File: config.mk
export PLATFORM = sky130hd
export DESIGN_NAME = multicart_bank_mapper_irq_core
export DESIGN_NICKNAME = d
export VERILOG_FILES = /design/src/design/mbm_pkg.sv /design/src/design/mbm_regs.sv /design/src/design/mbm_xlate.sv /design/src/design/multicart_bank_mapper_irq_core.sv
export VERILOG_INCLUDE_DIRS = /design/src /design/src/design
export SDC_FILE = /design/constraint.sdc
export NUM_CORES = 1
export LEC_CHECK = 0
export BUFFER_PORTS_ARGS = -buffer_cell sky130_fd_sc_hd__buf_2
export CAP_MARGIN = 10
export CORE_MARGIN = 10
export CORE_UTILIZATION = 54
export DETAILED_ROUTE_END_ITERATION = 8
export PLACE_DENSITY = 0.87
export SLEW_MARGIN = 20
export SYNTH_ARGS = -nofsm -noshare
export SYNTH_HDL_FRONTEND = slang
export SYNTH_HIERARCHICAL = 1
export SYNTH_SLANG_ARGS = --single-unit
File: constraint.sdc
create_clock -name clk -period 2.7 [get_ports clk]
set_input_delay 0.135 -clock clk [delete_from_list [all_inputs] [get_ports clk]]
set_output_delay 0.135 -clock clk [all_outputs]
set_load 0.005 [all_outputs]
File: src/design/assert_macros.svh
// Assertion macros used by the mbm_regs module.
`ifndef ASSERT_MACROS_SVH
`define ASSERT_MACROS_SVH

// Checked on every rising edge outside reset.
`define MBM_ASSERT(lbl, prop, msg) \
  lbl: assert property (@(posedge clk) disable iff (rst) (prop)) else $error(msg);

// Checked on every rising edge, reset included.
`define MBM_ASSERT_ALWAYS(lbl, prop, msg) \
  lbl: assert property (@(posedge clk) (prop)) else $error(msg);

`endif

File: src/design/mbm_pkg.sv
package mbm_pkg;

  // Item kinds carried on the input tuser.
  typedef enum logic [1:0] {
    ACT_WRITE = 2'd0,
    ACT_TICK  = 2'd1,
    ACT_PRG   = 2'd2,
    ACT_CHR   = 2'd3
  } action_e_t;

  // Register decode: address AND DECODE_MASK selects the register.
  localparam logic [15:0] DECODE_MASK     = 16'hE001;
  localparam logic [15:0] REG_BANK_SELECT = 16'h8000;
  localparam logic [15:0] REG_BANK_DATA   = 16'h8001;
  localparam logic [15:0] REG_MIRROR      = 16'hA000;
  localparam logic [15:0] REG_BLOCK       = 16'hA001;
  localparam logic [15:0] REG_IRQ_COUNT   = 16'hC000;
  localparam logic [15:0] REG_IRQ_LATCH   = 16'hC001;
  localparam logic [15:0] REG_IRQ_OFF     = 16'hE000;
  localparam logic [15:0] REG_IRQ_ON      = 16'hE001;

  // Bits of the bank select register and fixed banks.
  localparam int unsigned CHR_SWAP_BIT = 7;
  localparam int unsigned PRG_SWAP_BIT = 6;
  localparam logic [7:0]  FIXED_BANK_A = 8'd14;
  localparam logic [7:0]  FIXED_BANK_B = 8'd15;
  localparam logic [7:0]  PAIR_MASK    = 8'hFE;
  localparam logic [2:0]  BLOCK_TOP    = 3'd7;
  localparam logic [2:0]  BLOCK_LIMIT  = 3'd6;

  localparam int unsigned ROM_W = 22;

  // Architectural state of the mapper.
  typedef struct packed {
    logic [7:0]      bank_select;
    logic [2:0]      block_number;
    logic [1:0][7:0] program_bank;
    logic [5:0][7:0] char_bank;
    logic [7:0]      irq_count;
    logic [7:0]      irq_reload;
    logic            irq_on;
    logic            mirror_mode;
  } mbm_state_t;

  localparam mbm_state_t STATE_RESET = '{
    bank_select:  8'd0,
    block_number: 3'd0,
    program_bank: {8'd1, 8'd0},
    char_bank:    {8'd7, 8'd6, 8'd5, 8'd4, 8'd2, 8'd0},
    irq_count:    8'd0,
    irq_reload:   8'd0,
    irq_on:       1'b0,
    mirror_mode:  1'b0
  };

endpackage

File: src/design/mbm_regs.sv
`include "assert_macros.svh"

module mbm_regs (
  input  logic                clk,
  input  logic                rst,
  input  logic                fire,
  input  mbm_pkg::action_e_t  action,
  input  logic [15:0]         address,
  input  logic [7:0]          value,
  input  logic                in_vblank,
  output mbm_pkg::mbm_state_t st,
  output logic                irq_pulse,
  output logic                mirror_next
);
  import mbm_pkg::*;

  mbm_state_t st_next;
  logic [2:0] sel;

  // Register writes and the scanline counter.
  always_comb begin
    st_next   = st;
    irq_pulse = 1'b0;
    sel       = st.bank_select[2:0];
    if (fire) begin
      case (action)
        ACT_WRITE: begin
          if (address[15]) begin
            case (address & DECODE_MASK)
              REG_BANK_SELECT: st_next.bank_select = value;
              REG_BANK_DATA: begin
                if (sel < 3'd2) begin
                  st_next.char_bank[sel] = value & PAIR_MASK;
                end else if (sel < 3'd6) begin
                  st_next.char_bank[sel] = value;
                end else begin
                  st_next.program_bank[sel[0]] = value;
                end
              end
              REG_MIRROR: st_next.mirror_mode = value[0];
              REG_BLOCK: begin
                st_next.block_number = (value[2:0] == BLOCK_TOP) ? BLOCK_LIMIT : value[2:0];
              end
              REG_IRQ_COUNT: st_next.irq_count  = value;
              REG_IRQ_LATCH: st_next.irq_reload = value;
              REG_IRQ_OFF:   st_next.irq_on     = 1'b0;
              default:       st_next.irq_on     = 1'b1;
            endcase
          end
        end
        ACT_TICK: begin
          if (!in_vblank && st.irq_on) begin
            if (st.irq_count == 8'd0) begin
              st_next.irq_count = st.irq_reload;
              irq_pulse         = 1'b1;
            end else begin
              st_next.irq_count = st.irq_count - 8'd1;
            end
          end
        end
        default: ;
      endcase
    end
  end

  assign mirror_next = st_next.mirror_mode;

  // State register.
  always_ff @(posedge clk) begin
    if (rst) begin
      st <= STATE_RESET;
    end else begin
      st <= st_next;
    end
  end

  `MBM_ASSERT(a_pulse_reload, irq_pulse |=> (st.irq_count == $past(st.irq_reload)), "pulse without reload")
  `MBM_ASSERT(a_block_range, st.block_number != BLOCK_TOP, "block number seven stored")
  `MBM_ASSERT(a_pair_even, !st.char_bank[0][0] && !st.char_bank[1][0], "paired bank is odd")

endmodule

File: src/design/mbm_xlate.sv
module mbm_xlate (
  input  mbm_pkg::mbm_state_t       st,
  input  mbm_pkg::action_e_t        action,
  input  logic [15:0]               address,
  output logic [mbm_pkg::ROM_W-1:0] rom_address
);
  import mbm_pkg::*;

  logic [1:0]  pwin;
  logic [7:0]  pbank;
  logic [8:0]  pbank_full;
  logic [2:0]  cwin;
  logic [7:0]  cbase;
  logic [11:0] cbank_full;

  // Program windows: 8K each, swap mode moves the fixed bank 14.
  always_comb begin
    pwin = address[14:13];
    if (st.bank_select[PRG_SWAP_BIT]) begin
      case (pwin)
        2'd0:    pbank = FIXED_BANK_A;
        2'd1:    pbank = st.program_bank[1];
        2'd2:    pbank = st.program_bank[0];
        default: pbank = FIXED_BANK_B;
      endcase
    end else begin
      case (pwin)
        2'd0:    pbank = st.program_bank[0];
        2'd1:    pbank = st.program_bank[1];
        2'd2:    pbank = FIXED_BANK_A;
        default: pbank = FIXED_BANK_B;
      endcase
    end
    pbank_full = {1'b0, pbank} + {2'b00, st.block_number, 4'b0000};
  end

  // Character windows: 1K each, the paired banks serve the low half, or the high half in swap mode.
  always_comb begin
    cwin = address[12:10] ^ {st.bank_select[CHR_SWAP_BIT], 2'b00};
    if (!cwin[2]) begin
      cbase = st.char_bank[{2'b00, cwin[1]}];
    end else begin
      cbase = st.char_bank[cwin - 3'd2];
    end
    cbank_full = {4'b0000, cbase} + {11'd0, !cwin[2] && cwin[0]}
               + {2'b00, st.block_number, 7'd0};
  end

  always_comb begin
    case (action)
      ACT_PRG: rom_address = address[15] ? {pbank_full, address[12:0]} : '0;
      ACT_CHR: rom_address = {cbank_full, address[9:0]};
      default: rom_address = '0;
    endcase
  end

endmodule

File: src/design/multicart_bank_mapper_irq_core.sv
// Channel  Dir  Beat contents (low bit first)
// s        in   tdata: address[15:0], value[23:16], in_vblank[24]; tuser: action[1:0]
// m        out  tdata: rom_address[21:0], irq_pulse[22], mirror_horizontal[23]
//
// Each item passes the input register, then the result register; one item per cycle
// sustained while m_tready stays high. The input register feeds the register file and
// address translation, which fill the result register. Reset (rst, synchronous)
// restores the power-up bank layout. A stalled output holds the result register; the
// input register still takes a beat while it is empty.
module multicart_bank_mapper_irq_core (
  input  logic        clk,
  input  logic        rst,
  input  logic        s_tvalid,
  output logic        s_tready,
  input  logic [31:0] s_tdata,  // address, value, in_vblank, zero pad
  input  logic [1:0]  s_tuser,  // action
  output logic        m_tvalid,
  input  logic        m_tready,
  output logic [23:0] m_tdata   // rom_address, irq_pulse, mirror_horizontal
);
  import mbm_pkg::*;

  logic               in_valid;
  action_e_t          in_action;
  logic [15:0]        in_address;
  logic [7:0]         in_value;
  logic               in_vblank;
  logic               advance;
  logic               fire;
  mbm_state_t         st;
  logic               irq_pulse;
  logic               mirror_next;
  logic [ROM_W-1:0]   rom_address;
  logic [23:0]        out_data;

  assign advance  = !m_tvalid || m_tready;
  assign s_tready = !in_valid || advance;
  assign fire     = in_valid && advance;

  // Input register.
  always_ff @(posedge clk) begin
    if (rst) begin
      in_valid <= 1'b0;
    end else if (s_tready) begin
      in_valid <= s_tvalid;
    end
  end

  always_ff @(posedge clk) begin
    if (s_tvalid && s_tready) begin
      in_action  <= action_e_t'(s_tuser);
      in_address <= s_tdata[15:0];
      in_value   <= s_tdata[23:16];
      in_vblank  <= s_tdata[24];
    end
  end

  mbm_regs u_regs (
    .clk         (clk),
    .rst         (rst),
    .fire        (fire),
    .action      (in_action),
    .address     (in_address),
    .value       (in_value),
    .in_vblank   (in_vblank),
    .st          (st),
    .irq_pulse   (irq_pulse),
    .mirror_next (mirror_next)
  );

  mbm_xlate u_xlate (
    .st          (st),
    .action      (in_action),
    .address     (in_address),
    .rom_address (rom_address)
  );

  // Result register.
  always_ff @(posedge clk) begin
    if (rst) begin
      m_tvalid <= 1'b0;
    end else if (advance) begin
      m_tvalid <= in_valid;
    end
  end

  always_ff @(posedge clk) begin
    if (fire) begin
      out_data <= {mirror_next, irq_pulse, rom_address};
    end
  end

  assign m_tdata = out_data;

endmodule
==> run summary <==
dpl hpwl = 10580 µm
final hold violation count = 0
final std cell area, no fill = 7946 µm²
initial antenna violation count = 2
CP arrival = 2760 ps
Max-Cap Viols = 0
Post-Syn Area per Cell = 11.06 µm²
CTS sink cnt = 143
Vias/cell = 6.022
RSZ-0062 raised after global routing = false
Clk Latency, worst-skew pair = 430 ps
Min Hold Slack = 26.00 ps
Port Buf Inserts = 56
Core Region = 12010 µm²
# IOs = 64
Storage cell area = 3373 µm²
die height = 131.0 µm
startpoint types = register
Post-Place Worst Slack = 52.26 ps
Final Wtd Congestion = 0.8861
PD cells = 616.0 nW/µm²
CTS tree = done
worst hold path class = primary input to register
worst-margin pin slew = 861.6 ps
Setup TNS = 0 ps
vias in the first global route = 5053
dpl cell area = 7073 µm²
Tmin final = 2587 ps
layout cells sized above 1 = 20.52%
Iteration-0 DRC Markers = 489
kind of critical path = register to register
multi-input logic area = 3065 µm²
CTS Buffer Depth = 2
Worst slew margin = 42.56%
gr ovfl total = 0
routed len/inst = 19.10 µm
Post-Syn Area = 6649 µm²
first-pass GRT wire length = 25240 µm
Pwr Total = 4.895 mW
FMAX = 386.6 MHz
Peak VDD IR = 402.4 µV
fin. max-slew vios = 0
# nets final = 731
die area = 17150 µm²
die width = 131.0 µm
row cnt = 40
crit path max fanout = 11
Residual DRC = 0
total CTS buffers = 17
Critical Path RT = 2870 ps
Pre-antenna DRT Iters = 5
area delta synth->final = 19.51%
drt total wl = 16160 µm
Syn Inst Count = 601
H-tree levels = 4
Worst Skew = 11.62 ps
gr usage total = 19.11%
vias post-DR = 5095
Mapped Nets = 648
Yosys warnings = 6
Tcrit/Tclk final = 95.81%
leakage = 3.159 nW
final count of negative-setup-slack endpoints = 0
Clock Pin Slew Worst Setup and Hold Paths = 60 ps
# fillers = 854
Worst setup EP type = register
largest net degree at the start of global routing = 48
setup ws final = 113.2 ps
# Post-CTS Setup Buffers = 0
Final ANT Viol Nets = 0
status = finished, final reports clean
Initial Util = 55.35%
CTS Root Cell = clkbuf_16
## report_power, final
| group | switching, mW | internal, mW | leakage (nW) |
|---|---|---|---|
| sequential | 0.0558 | 2.28 | 1.23 |
| clock | 0.934 | 1.37 | 0.274 |
| combinational | 0.140 | 0.117 | 1.65 |
## per-stage QoR
stage	utilization, %	std cells
3_5_place_dp	58.89	784
5_1_grt	66.16	846
2_1_floorplan	-	601
4_1_cts	66.09	844
3_3_place_gp	58.89	784
6_report	66.16	846
## cell usage in the layout (no fill, tap or decap), types with 3 or more instances in the layout
cell,count
dfxtp_1,92
nor2_1,91
mux2i_1,79
buf_2,56
edfxtp_1,51
dlygate4sd3_1,28
nand2_1,28
clkbuf_16,17
buf_4,15
inv_1,13
nand3_1,13
a21oi_1,12
o21ai_0,12
and2_1,12
a211o_1,10
mux2_2,8
nand2b_1,7
nor3_1,7
nor2b_1,7
xnor2_1,7
nand4_1,6
o211ai_1,6
ha_1,6
inv_6,4
clkinvlp_4,4
nor3b_1,4
and3b_1,4
a22oi_1,4
a311oi_1,4
o221ai_1,4
xor2_1,4
a311oi_2,4
clkinv_4,3
nand4b_1,3
nand3b_1,3
o2111ai_1,3
mux4_1,3
mux4_2,3
## routing by layer
layer / global-route usage, % / vias to the layer above / wire, µm
li1: - / 2357 / -
met1: 21.87 / 2459 / 6579
met2: 31.36 / 228 / 7814
met3: 4.029 / 51 / 974
met4: 13.47 / 0 / 793
met5: 0 / - / 0
## what timing repair did
item / in CTS / in global routing
endpoints found under the setup margin: 0 / 1
resized for setup: 0 / 3
hold buffers: 28 / 0
hold endpoints to repair: 28 / 0
## layout make-up
| type | instances | share of cell area, % |
|---|---|---|
| Sequential cell | 143 | 42.45 |
| Multi-Input combinational cell | 409 | 38.58 |
| Timing Repair Buffer | 100 | 8.613 |
| Clock buffer | 17 | 5.353 |
| Tap cell | 147 | 2.315 |
| Clock inverter | 15 | 2.015 |
| Inverter | 13 | 0.6141 |
| Antenna cell | 2 | 0.06298 |
## worst paths after layout
check / startpoint / endpoint / slack (ps) / depth (start not counted)
max: in_address[10]$_DFFE_PP_ / m_tdata[18]$_DFFE_PP_ / 110 / 9
min: m_tready / in_valid$_SDFFE_PP0P_ / 30 / 3
max reg2reg: in_address[10]$_DFFE_PP_ / m_tdata[18]$_DFFE_PP_ / 110 / 9
min reg2reg: register / register / 470 / 1
## critical path: stages, from the launching register on
cell and delay (ps):
edfxtp_1 380, buf_6 180, mux4_2 530, nand2_1 80, o21ai_0 90, ha_2 240
o2111ai_2 110, o21ai_2 100, a311o_1 360, a32o_1 260
Power figures use the tool's default switching activity.
